==> src/design/svpwm_pkg.sv <==
package svpwm_pkg;

  localparam int SQ_CELLS  = 25;
  localparam int MAX_STEPS = 24;

  localparam logic [30:0] TWO_OVER_SQRT3 = 31'd1239850262;
  localparam logic [29:0] HALF_SQRT3     = 30'd929887697;
  localparam logic [29:0] CORDIC_GAIN    = 30'd652032874;
  localparam logic [16:0] CEIL_RESET     = 17'd62259;
  localparam logic [16:0] CEIL_HALF      = 17'd32768;

  localparam longint RPROD_RESET_L = (longint'(CEIL_RESET) - 64'sd32768) *
                                     longint'(TWO_OVER_SQRT3);
  localparam logic [47:0] RPROD_RESET = 48'(RPROD_RESET_L);
  localparam logic [24:0] RAD_RESET   = 25'((RPROD_RESET_L + 64'sd2097152) >>> 22);
  localparam logic [49:0] RR_RESET    = 50'(longint'(RAD_RESET) * longint'(RAD_RESET));

  typedef struct packed {
    logic [50:0]        rem;
    logic [50:0]        root;
    logic signed [25:0] d;
    logic signed [25:0] q;
    logic               lim;
    logic [25:0]        bus;
    logic signed [31:0] vd;
    logic signed [31:0] vq;
  } sq_data_t;

  typedef struct packed {
    logic signed [33:0] x;
    logic signed [33:0] y;
    logic signed [33:0] z;
    logic               neg;
  } cor_data_t;

  typedef struct packed {
    logic [16:0]        duty_a;
    logic [16:0]        duty_b;
    logic [16:0]        duty_c;
    logic signed [31:0] alpha;
    logic signed [31:0] beta;
    logic signed [31:0] lim_d;
    logic signed [31:0] lim_q;
    logic               lim;
  } res_t;

  function automatic logic signed [33:0] arc_angle(input int idx);
    logic signed [33:0] v;
    case (idx)
      0:  v = 34'sd536870912;
      1:  v = 34'sd316933406;
      2:  v = 34'sd167458907;
      3:  v = 34'sd85004756;
      4:  v = 34'sd42667331;
      5:  v = 34'sd21354465;
      6:  v = 34'sd10679838;
      7:  v = 34'sd5340245;
      8:  v = 34'sd2670163;
      9:  v = 34'sd1335087;
      10: v = 34'sd667544;
      11: v = 34'sd333772;
      12: v = 34'sd166886;
      13: v = 34'sd83443;
      14: v = 34'sd41722;
      15: v = 34'sd20861;
      16: v = 34'sd10430;
      17: v = 34'sd5215;
      18: v = 34'sd2608;
      19: v = 34'sd1304;
      20: v = 34'sd652;
      21: v = 34'sd326;
      22: v = 34'sd163;
      23: v = 34'sd81;
      default: v = 34'sd0;
    endcase
    return v;
  endfunction

endpackage

==> src/design/svpwm_cordic_cell.sv <==
module svpwm_cordic_cell #(
  parameter int STEP = 0
) (
  input  logic                 clk,
  input  logic                 en,
  input  svpwm_pkg::cor_data_t din,
  output svpwm_pkg::cor_data_t dout
);
  import svpwm_pkg::*;

  localparam logic signed [33:0] ARC = arc_angle(STEP);

  cor_data_t dout_nxt;
  cor_data_t dout_r;

  always_comb begin
    dout_nxt = din;
    if (!din.z[33]) begin
      dout_nxt.x = din.x - (din.y >>> STEP);
      dout_nxt.y = din.y + (din.x >>> STEP);
      dout_nxt.z = din.z - ARC;
    end else begin
      dout_nxt.x = din.x + (din.y >>> STEP);
      dout_nxt.y = din.y - (din.x >>> STEP);
      dout_nxt.z = din.z + ARC;
    end
  end

  always_ff @(posedge clk) begin
    if (en) begin
      dout_r <= dout_nxt;
    end
  end

  assign dout = dout_r;

endmodule

==> config.mk <==
export PLATFORM = sky130hd
export DESIGN_NAME = svpwm_cordic_cell
export DESIGN_NICKNAME = d
export VERILOG_FILES = /design/src/design/svpwm_pkg.sv /design/src/design/svpwm_cordic_cell.sv
export SDC_FILE = /design/constraint.sdc
export NUM_CORES = 1
export LEC_CHECK = 0
export CORE_MARGIN = 4
export CORE_UTILIZATION = 70
export CTS_CLUSTER_DIAMETER = 200
export DETAILED_ROUTE_END_ITERATION = 6
export DONT_BUFFER_PORTS = 1
export PLACE_DENSITY_LB_ADDON = 0.08
export SLEW_MARGIN = 20
export SYNTH_ARGS = -nofsm -noshare
export SYNTH_HDL_FRONTEND = slang
export SYNTH_SLANG_ARGS = --single-unit
export TNS_END_PERCENT = 50
==> constraint.sdc <==
create_clock -name clk -period 10.4 [get_ports clk]
set_input_delay 3.12 -clock clk [delete_from_list [all_inputs] [get_ports clk]]
set_output_delay 3.12 -clock clk [all_outputs]
set_load 0.03 [all_outputs]
==> metrics <==
gr usage total=34.04%; Hold-fix buffers, CTS=0; Initial Utilization=71.24%; Gate power share=26.3%; status=finished clean; slew at the pin closest to its max-slew limit=0.7212 ns; total of max-cap violations=0; Final Hold Viols=0; element type at the critical path end=flop; # DRC=0; endpoints failing setup=0; Die Area=14660 sq um; max reg flops=102; die width=121.1 microns; period utilization=56.32%; initial antenna violation count=0; core area=12570 sq um; Syn Inst Count=1012; layout cells sized above 1=3.959%; Total Routed Length=25380 microns; post-route cell area=9313 sq um; synth warn=0; Post-DP HPWL=19430 microns; diode count=0; post-synthesis compound-gate area fraction=23.11%; largest net degree at the start of global routing=103; dpl cell area=8999 sq um; top-level port count=208; post-CTS setup buffers=0; CP arrival=5.96 ns; post-synth net total=1223; CTS tree=done; maximum VDD drop=0.08700 mV; Crit Path Max Fanout=15; first-pass GRT wire length=39220 microns; prevailing post-synth register cell=edfxtp_1; CP required=10.51 ns; Root Driver=clkbuf_16; startpoint types=input pin; post-cts sizing count=0; Post-Place Setup Slack=4.251 ns; DR vias/cell=6.857; Switch Pwr=0.5452 mW; Flop pwr share=48.1%; Net count, final=1191; Area Overhead vs Synth=4.011%; Pwr per Cell Area=151.5 nW/um^2; Post-Synth Simple-Gate Area=12.77%; Synth Area in Adders=15.15%; sequential-to-total area share from yosys stat=34.21%; Post-synth EDFFs=102; Die Y=121.1 microns; Post-Synth XOR/XNOR Area=6.358%; Syn Area/Cell=8.847 sq um; vias post-DR=7934; post-synth top area share=34.21%; TNS Setup=0 ns; Pins Over Slew Limit=0; normalized max-slew margin=51.51%; Longest Clk Path Bufs=2; CTS buffer count=9; main area contributors after synthesis=edfxtp_1 34%, ha_1 14%, a21oi_1 7.0%; library cells used by synthesis=72; clock power share=25.7%; RSZ-0062 raised after global routing=no; Min Clock Period, post-route=5.857 ns; Rows=41; switching part of the total=38.64%; DRT Pass-1 Iters=6; Tightest Hold Check Type=input pin to flop; Internal=0.8659 mW; clk slew on worst S/H paths=0.08 ns; worst setup path category=input pin to flop; final setup margin=4.543 ns; vias in the first global route=7350; final core occ=74.10%; H-tree levels=3; grt total ovfl=0; mux share of post-synthesis cell area=1.803%; register bit count reported by yosys=102; biggest area consumer among synthesized cells=edfxtp_1; Routed WL per cell=21.94 microns; Sink Count=102; Cell Area, Synth=8954 sq um; # port buffers=0; Async SR Flop Fraction=0%; FMAX=0.1707 GHz; leak pwr=3.880 nW; GP Congestion=0.9853; Initial DRC Count=943; ANT nets after route=0; main combinational cell family by area after synthesis=compound AO/OA/AOI/OAI gates
==> kinds of logic (layout without fill, tap and decap cells) <==
family / Yosys count / in the layout
AO/OA/AOI/OAI: 334 / 334
XOR/XNOR: 65 / 65
adder cells (fa/ha/maj): 106 / 106
buffers and inverters: 153 / 126
flip-flops: 102 / 102
multiplexers: 16 / 16
AND/OR/NAND/NOR: 236 / 236
==> placed cells by master (no fill, tap or decap), types with 4 or more instances in the layout <==
cell type	n
inv_1	99
a21o_1	20
a21oi_1	125
nand4_1	10
inv_2	7
o211ai_1	13
a211oi_1	9
or3_1	6
o21a_1	4
or2_2	5
edfxtp_1	102
fa_1	4
nand3_1	8
nor4_1	6
xor2_1	8
o21ai_0	63
and2_1	6
nand2_1	51
mux2i_1	15
xnor2_1	57
nor2b_1	8
ha_1	102
o21ai_1	9
a211o_1	4
a31oi_1	9
and3_1	4
nand2b_1	11
o21bai_1	22
o31ai_1	15
nor2_1	81
a221oi_1	4
nor3_1	25
clkbuf_16	9
==> power groups by stage <==
stage          combinational, mW  sequential, mW  clock [mW]
2_1_floorplan              0.278           0.674           0
3_3_place_gp               0.350           0.688           0
3_5_place_dp               0.354           0.688           0
4_1_cts                    0.358           0.680       0.365
5_1_grt                    0.402           0.683       0.382
6_report                   0.371           0.678       0.362
==> layout make-up <==
type                            instances  area, sq um
Tap cell                              172        215.2
Timing Repair Buffer                    2        15.01
Fill cell                             971         3256
Sequential cell                       102         3063
Multi-Input combinational cell        757         5300
Clock buffer                            9        225.2
Clock inverter                          7        88.84
Inverter                              108        405.4
==> through the flow <==
stage / hold WS [ns] / cells / power (mW)
2_1_floorplan: 3.219 / 1012 / 0.9524
3_3_place_gp: 3.219 / 1141 / 1.038
3_5_place_dp: 3.219 / 1141 / 1.043
4_1_cts: 2.842 / 1157 / 1.403
5_1_grt: 2.836 / 1157 / 1.467
6_report: 2.845 / 1157 / 1.411
==> final timing paths <==
path | startpoint | end | slack [ns] | cells after the start
setup / recovery | din[56] | dout[67]$_DFFE_PP_ | 4.54 | 10
hold / removal | din[6] | dout[6]$_DFFE_PP_ | 2.84 | 0
==> worst max-delay path, stage by stage <==
cell and delay, ns:
inv_1 0.02, ha_1 0.61, nand4_1 0.23, or2_1 0.31, or4_4 0.50, o211a_1 0.24
a222oi_1 0.47, a41o_1 0.24, o211ai_1 0.10, xnor2_1 0.13
==> metal layers <==
| metal | up-vias | wire length (microns) | GRT usage, % |
|---|---|---|---|
| li1 | 3555 | - | - |
| met1 | 3673 | 9726 | 45.70 |
| met2 | 618 | 11520 | 53.42 |
| met3 | 88 | 3160 | 7.646 |
| met4 | 0 | 972 | 13.95 |
| met5 | - | 0 | 0 |
==> Yosys cell counts (all sizes together) (3+ instances only) <==
library cell	count
nor2b	8
xor2	8
mux2i	15
nand4	10
a211oi	9
o21bai	22
a21o	20
a21oi	125
edfxtp	102
o41ai	3
or3	6
xnor2	57
and3	4
a221oi	4
o211ai	13
ha	102
fa	4
and2	7
a21boi	3
nand2	51
or2	9
nand2b	11
buf	20
nor4	8
inv	106
a31oi	9
o311ai	3
nor3	25
nand3	9
o21ai	72
nor2	81
o221ai	3
clkbuf	25
a211o	4
o2111ai	3
o31ai	15
o21a	4
a311oi	3
Note: power is estimated with default switching activity, not from simulation.
