==> config.mk <==
export PLATFORM = sky130hd
export DESIGN_NAME = svpwm_sqrt_cell
export DESIGN_NICKNAME = d
export VERILOG_FILES = /design/src/design/svpwm_pkg.sv /design/src/design/svpwm_sqrt_cell.sv
export SDC_FILE = /design/constraint.sdc
export NUM_CORES = 1
export LEC_CHECK = 0
export BUFFER_PORTS_ARGS = -buffer_cell sky130_fd_sc_hd__buf_2
export CAP_MARGIN = 0
export CORE_AREA = 2 2 192 194
export CTS_BUF_LIST = sky130_fd_sc_hd__clkbuf_8
export DETAILED_ROUTE_END_ITERATION = 12
export DIE_AREA = 0 0 194 196
export GPL_ROUTABILITY_DRIVEN = 0
export PLACE_DENSITY = 0.56
export SLEW_MARGIN = 20
export SYNTH_ARGS = -nofsm -noshare
export SYNTH_HDL_FRONTEND = slang
export SYNTH_SLANG_ARGS = --single-unit
==> constraint.sdc <==
create_clock -name clk -period 10.5 [get_ports clk]
set_input_delay 2.1 -clock clk [delete_from_list [all_inputs] [get_ports clk]]
set_output_delay 2.1 -clock clk [all_outputs]
set_load 0.02 [all_outputs]
==> src/design/svpwm_pkg.sv <==
package svpwm_pkg;

  localparam int SQ_CELLS  = 25;
  localparam int MAX_STEPS = 24;

  localparam logic [30:0] TWO_OVER_SQRT3 = 31'd1239850262;
  localparam logic [29:0] HALF_SQRT3     = 30'd929887697;
  localparam logic [29:0] CORDIC_GAIN    = 30'd652032874;
  localparam logic [16:0] CEIL_RESET     = 17'd62259;
  localparam logic [16:0] CEIL_HALF      = 17'd32768;

  localparam longint RPROD_RESET_L = (longint'(CEIL_RESET) - 64'sd32768) *
                                     longint'(TWO_OVER_SQRT3);
  localparam logic [47:0] RPROD_RESET = 48'(RPROD_RESET_L);
  localparam logic [24:0] RAD_RESET   = 25'((RPROD_RESET_L + 64'sd2097152) >>> 22);
  localparam logic [49:0] RR_RESET    = 50'(longint'(RAD_RESET) * longint'(RAD_RESET));

  typedef struct packed {
    logic [50:0]        rem;
    logic [50:0]        root;
    logic signed [25:0] d;
    logic signed [25:0] q;
    logic               lim;
    logic [25:0]        bus;
    logic signed [31:0] vd;
    logic signed [31:0] vq;
  } sq_data_t;

  typedef struct packed {
    logic signed [33:0] x;
    logic signed [33:0] y;
    logic signed [33:0] z;
    logic               neg;
  } cor_data_t;

  typedef struct packed {
    logic [16:0]        duty_a;
    logic [16:0]        duty_b;
    logic [16:0]        duty_c;
    logic signed [31:0] alpha;
    logic signed [31:0] beta;
    logic signed [31:0] lim_d;
    logic signed [31:0] lim_q;
    logic               lim;
  } res_t;

  function automatic logic signed [33:0] arc_angle(input int idx);
    logic signed [33:0] v;
    case (idx)
      0:  v = 34'sd536870912;
      1:  v = 34'sd316933406;
      2:  v = 34'sd167458907;
      3:  v = 34'sd85004756;
      4:  v = 34'sd42667331;
      5:  v = 34'sd21354465;
      6:  v = 34'sd10679838;
      7:  v = 34'sd5340245;
      8:  v = 34'sd2670163;
      9:  v = 34'sd1335087;
      10: v = 34'sd667544;
      11: v = 34'sd333772;
      12: v = 34'sd166886;
      13: v = 34'sd83443;
      14: v = 34'sd41722;
      15: v = 34'sd20861;
      16: v = 34'sd10430;
      17: v = 34'sd5215;
      18: v = 34'sd2608;
      19: v = 34'sd1304;
      20: v = 34'sd652;
      21: v = 34'sd326;
      22: v = 34'sd163;
      23: v = 34'sd81;
      default: v = 34'sd0;
    endcase
    return v;
  endfunction

endpackage

==> src/design/svpwm_sqrt_cell.sv <==
module svpwm_sqrt_cell #(
  parameter int STEP = 0
) (
  input  logic                clk,
  input  logic                en,
  input  svpwm_pkg::sq_data_t din,
  output svpwm_pkg::sq_data_t dout
);
  import svpwm_pkg::*;

  localparam logic [50:0] BIT_VAL = 51'd1 << (2 * (SQ_CELLS - 1 - STEP));

  logic [50:0] trial;
  sq_data_t    dout_nxt;
  sq_data_t    dout_r;

  always_comb begin
    dout_nxt = din;
    trial    = din.root + BIT_VAL;
    if (din.rem >= trial) begin
      dout_nxt.rem  = din.rem - trial;
      dout_nxt.root = (din.root >> 1) + BIT_VAL;
    end else begin
      dout_nxt.root = din.root >> 1;
    end
  end

  always_ff @(posedge clk) begin
    if (en) begin
      dout_r <= dout_nxt;
    end
  end

  assign dout = dout_r;

endmodule

==> impl_metrics.ini, run 1 <==
[status]
run_status = completed

[floorplan]
core_area_mm2 = 0.0361
start_util_pct = 30.9
fp.dieW_um = 194
pin_count = 492
dieHeight_um = 196
rows = 70
die_area_mm2 = 0.0380

[setup_path]
critPathArrivalTime_ps = 5530
cpMaxStageDelayCell = o211a_4
cp_common_cell = o31a_1
crit_required_ps = 10840
crit_fanout = 95
critPathLaunchType = input pin
slowest_delay_ps = 830
path_class = input pin to flop
end_kind = flop
path_cells = buf_2 -> inv_1 -> ha_1 -> nor2b_1 -> o31a_1 -> o31a_1 -> a31o_4 -> a2111oi_4 -> o21ai_2 -> nor2_4 -> o211a_4 -> mux2_2
cp-startpoint = din[144]

[grt]
antenna_found_initial = 9
grt_pass1_wl_mm = 53.7
grt_pass1_vias = 8789
overflow = 0
grt_max_degree = 108
grt_usage_pct = 18.8

[timing]
timing.final.hold_violations = 0
fmax_ghz = 0.192
slew_viol_final = 0
period_share_pct = 49.5
tns_ps = 0
tightest_slew_ps = 975
relSlewSlack_pct = 35.0
hold_ws_ps = 1670
finalSetupViolCount = 0
min_period_ps = 5200
rsz0062_at_grt = no

[clock_tree]
cts_root_buf = clkbuf_8
cts_buffers = 45
cts_resized = 0
cts.sinks = 245
hold_buffers = 0
cts_tree = built
ctsLongestPathBuffers = 3
cts_setup_buffers = 0
clk_pin_slew_ps = 60
htree_levels = 2

[detailed_routing]
totalWireLength_mm = 37.1
dr.first_iter.drc_count = 382
ant_nets = 0
wl_per_cell_um = 19.8
num_vias = 8714
via_per_inst = 4.66
dr.pass1.iters = 4
drc = 0

[yosys]
syn_inst = 849
ys_seq_area_share_pct = 65.9
avgSynthCellArea_um2 = 13.1
synth_flop_cell = edfxtp_1
synth-async-reset-ratio_pct = 0
synthDistinctLibCells = 57
synth.cell_area_mm2 = 0.0112
synth_nets = 1150
synth-seq-cells = 245
yosysWarningCount = 0
synth-edff-count = 245

[finish]
final_nets = 1665
drive_above_1_share_pct = 40.7
area_delta_synth_final_pct = 33.6
fillCellCount = 3498
finalNonFillerCells = 1870
largest_reg_flops = 245

[hold_path]
holdCritPathClass = input pin to flop
hold_start = din[49]

[pwr]
ir_drop_mv = 0.121
power_density_mw_per_mm2 = 177
p_leak_nw = 6.62
p_total_mw = 2.64

[placed_design]
placed_cells = 1785
dpl.hpwl_mm = 28.9
io_buffers = 491

[run]
drv_cap = 0
-- worst max-delay path, delay by kind of cell --
kind,cells,cell delay [ps]
muxes,1,410
and+or+nand+nor,2,290
adders and majority gates,1,300
AOI/OAI and AO/OA,6,2260
buffers and inverters,2,150
-- synth_stat cells, types with 7 or more instances --
master    count  area (um2)
nor2b_1       9        56.3
edfxtp_1    245        7360
a21o_1       33         248
o21a_1       10        75.1
nand3_1      13        65.1
o21ai_0      62         310
inv_1        61         229
nor2_1       27         101
nand4_1       8        50.1
ha_1         53         663
clkbuf_1     16        60.1
a21oi_1      56         280
o21ai_1      15        75.1
nand2_1      88         330
xnor2_1      27         236
nor3_1       12        60.1
and3_1        7        43.8
xor2_1       17         149
-- area by class of cell --
type / instances / area, um2 / share of cell area (%)
Sequential cell: 245 / 7360 / 49.3
Multi-Input combinational cell: 518 / 3430 / 23.0
Timing Repair Buffer: 493 / 2480 / 16.6
Clock buffer: 45 / 619 / 4.15
Tap cell: 468 / 586 / 3.93
Inverter: 61 / 229 / 1.54
Clock inverter: 37 / 200 / 1.34
Antenna cell: 3 / 7.51 / 0.0503
-- metal layers --
metal  routed length [um]  GRT usage [%]
met2                18800           33.2
met3                 2870           6.05
met1                14200           20.9
met5                   36              0
met4                 1170           7.80
-- cell usage in the layout, fill, tap and decap left out, drive strengths merged, types with 3 or more instances in the layout --
cell and instances:
mux2 4, nand4 8, nor3 12, clkbuf 45
xor2 17, a21o 33, and3 7, buf 493
nand3 13, xnor2 27, a21boi 3, o31ai 4
nor2 28, diode 3, a311oi 3, o21a 10
a211oi 4, nand2 88, o211ai 5, edfxtp 245
o21ai 80, ha 53, inv 68, a31o 3
a31oi 6, nor2b 9, nor4 3, and2 6
a21oi 56, o21bai 6, o31a 4, nand2b 3
clkinv 27
-- cells by family after synthesis --
group | Yosys count | share of synthesized area [%]
compound gates | 229 | 13.0
xor+xnor | 44 | 3.45
fa+ha+maj | 54 | 6.12
buf+inv | 86 | 3.32
flops | 245 | 65.9
mux | 4 | 0.404
simple gates | 187 | 7.77
-- per-stage QoR --
step | worst slack, ps | utilization [%] | cell area, um2
2_1_floorplan | 5620 | - | 11200
3_3_place_gp | 4670 | 39.0 | 14100
3_5_place_dp | 4650 | 39.0 | 14100
4_1_cts | 5310 | 41.3 | 14900
5_1_grt | 5000 | 41.3 | 14900
6_report | 5300 | 41.3 | 14900
-- where the power goes --
group / switching, mW / internal [mW]
Clock: 0.433 / 0.430
Combinational: 0.368 / 0.197
Sequential: 0.0230 / 1.19
-- path summary, 6_finish.rpt --
kind | cells past startpoint | slack (ps) | to
worst max-delay path | 12 | 5300 | dout[195]
worst min-delay path | 1 | 1670 | dout[49]
(Power assumes the default switching activity.)
==> run 2, diff against run 1 <==
Clock period 10.5 ns to 5.1 ns, I/O delays scaled along.
==> impl_metrics.ini, run 2 (same netlist as run 1, synthesis figures left out) <==
[setup_path]
crit_fanout = 5
path_cells = buf_2 -> inv_1 -> ha_1 -> inv_1 -> fa_1 -> a21oi_1 -> nor3b_1 -> o311ai_0 -> a31oi_1 -> a31oi_1 -> o21ai_2 -> a21boi_0 -> o21bai_1 -> xnor2_1 -> o21ai_0
critPathLaunchType = input pin
path_class = input pin to flop
cp_top_family = compound AO/OA/AOI/OAI gates
critPathArrivalTime_ps = 4470
slowest_delay_ps = 660
cpMaxStageDelayCell = o311ai_0
end_kind = flop
crit_required_ps = 5430
critPathBufInv = 3

[placed_design]
placed_cells = 1790
dpl.hpwl_mm = 29.4
post-place-ws_ps = 420
io_buffers = 491

[grt]
grt_usage_pct = 18.9
overflow = 0
top_usage_layer = met2
grt_pass1_vias = 8770
grt_use_met2_pct = 33.3
grt_pass1_wl_mm = 53.9
gr-usage-met1_pct = 21.1
antenna_found_initial = 16
met3_usage_pct = 7.10
grt_max_degree = 90

[timing]
min_period_ps = 4140
relSlewSlack_pct = 37.0
rsz0062_at_grt = no
setup_ws_ps = 956
timing.final.hold_violations = 0
finalSetupViolCount = 0
tightest_slew_ps = 941
fmax_ghz = 0.241
hold_ws_ps = 594
period_share_pct = 81.3
slew_viol_final = 0
tns_ps = 0

[finish]
drive_above_1_share_pct = 41.1
finalNonFillerCells = 1874
final_cell_mix = buf_2 (490), edfxtp_1 (245), nand2_1 (88)
final_common_cell = buf_2
area_delta_synth_final_pct = 34.3
largest_reg_flops = 245
fillCellCount = 3542
final_nets = 1670

[clock_tree]
htree_levels = 2
cts_root_buf = clkbuf_8
clk_pin_slew_ps = 60
hold_buffers = 0
cts_buffers = 45
cts_tree = built
cts_resized = 0
cts_setup_buffers = 0
ctsLongestPathBuffers = 3
cts.sinks = 245

[pwr]
p_leak_nw = 6.66
ir_drop_mv = 0.235
power_density_mw_per_mm2 = 366

[detailed_routing]
via_per_inst = 4.67
wl_per_cell_um = 20.1
ant_nets = 0
drc = 0
dr.first_iter.drc_count = 473
dr.pass1.iters = 4
num_vias = 8747
totalWireLength_mm = 37.6

[floorplan]
start_util_pct = 30.9
fp.dieW_um = 194
die_area_mm2 = 0.0380
core_area_mm2 = 0.0361
dieHeight_um = 196
pin_count = 492
rows = 70

[hold_path]
holdCritPathClass = input pin to flop

[run]
drv_cap = 0

[status]
run_status = completed
==> run 2: metal layers <==
metal | vias up | share of wire [%]
met5 | - | 0.28
met4 | 16 | 2.6
met3 | 75 | 8.7
met2 | 350 | 51
met1 | 4096 | 37
li1 | 4210 | -
==> run 2: power by group <==
part           internal (mW)  total (mW)  switching, mW  leakage, nW
Clock                  0.943        1.80          0.861        0.453
Combinational          0.414        1.17          0.760         3.81
Sequential              2.45        2.51         0.0514         2.40
==> run 2: worst paths after layout <==
kind | start | endpoint | slack, ps | depth (start not counted)
hold / removal | din[76] | dout[76] | 590 | 1
setup / recovery | din[194] | dout[238] | 960 | 15
==> run 2: final cells by class <==
cell class | count | area, um2 | area share [%]
Inverter | 61 | 229 | 1.53
Timing Repair Buffer | 498 | 2530 | 16.9
Sequential cell | 245 | 7360 | 49.1
Tap cell | 468 | 586 | 3.91
Antenna cell | 8 | 20.0 | 0.134
Clock inverter | 30 | 195 | 1.30
Multi-Input combinational cell | 518 | 3430 | 22.9
Clock buffer | 46 | 633 | 4.23
==> run 2: metrics by stage <==
step                      instance area [um2]  power (mW)  utilization (%)
final                                   15000        5.48             41.5
after global routing                    15000        5.77             41.5
after CTS                               15000        5.59             41.5
after detailed placement                14100        3.73             39.2
after global placement                  14100        3.73             39.2
after floorplan                         11200        3.25                -
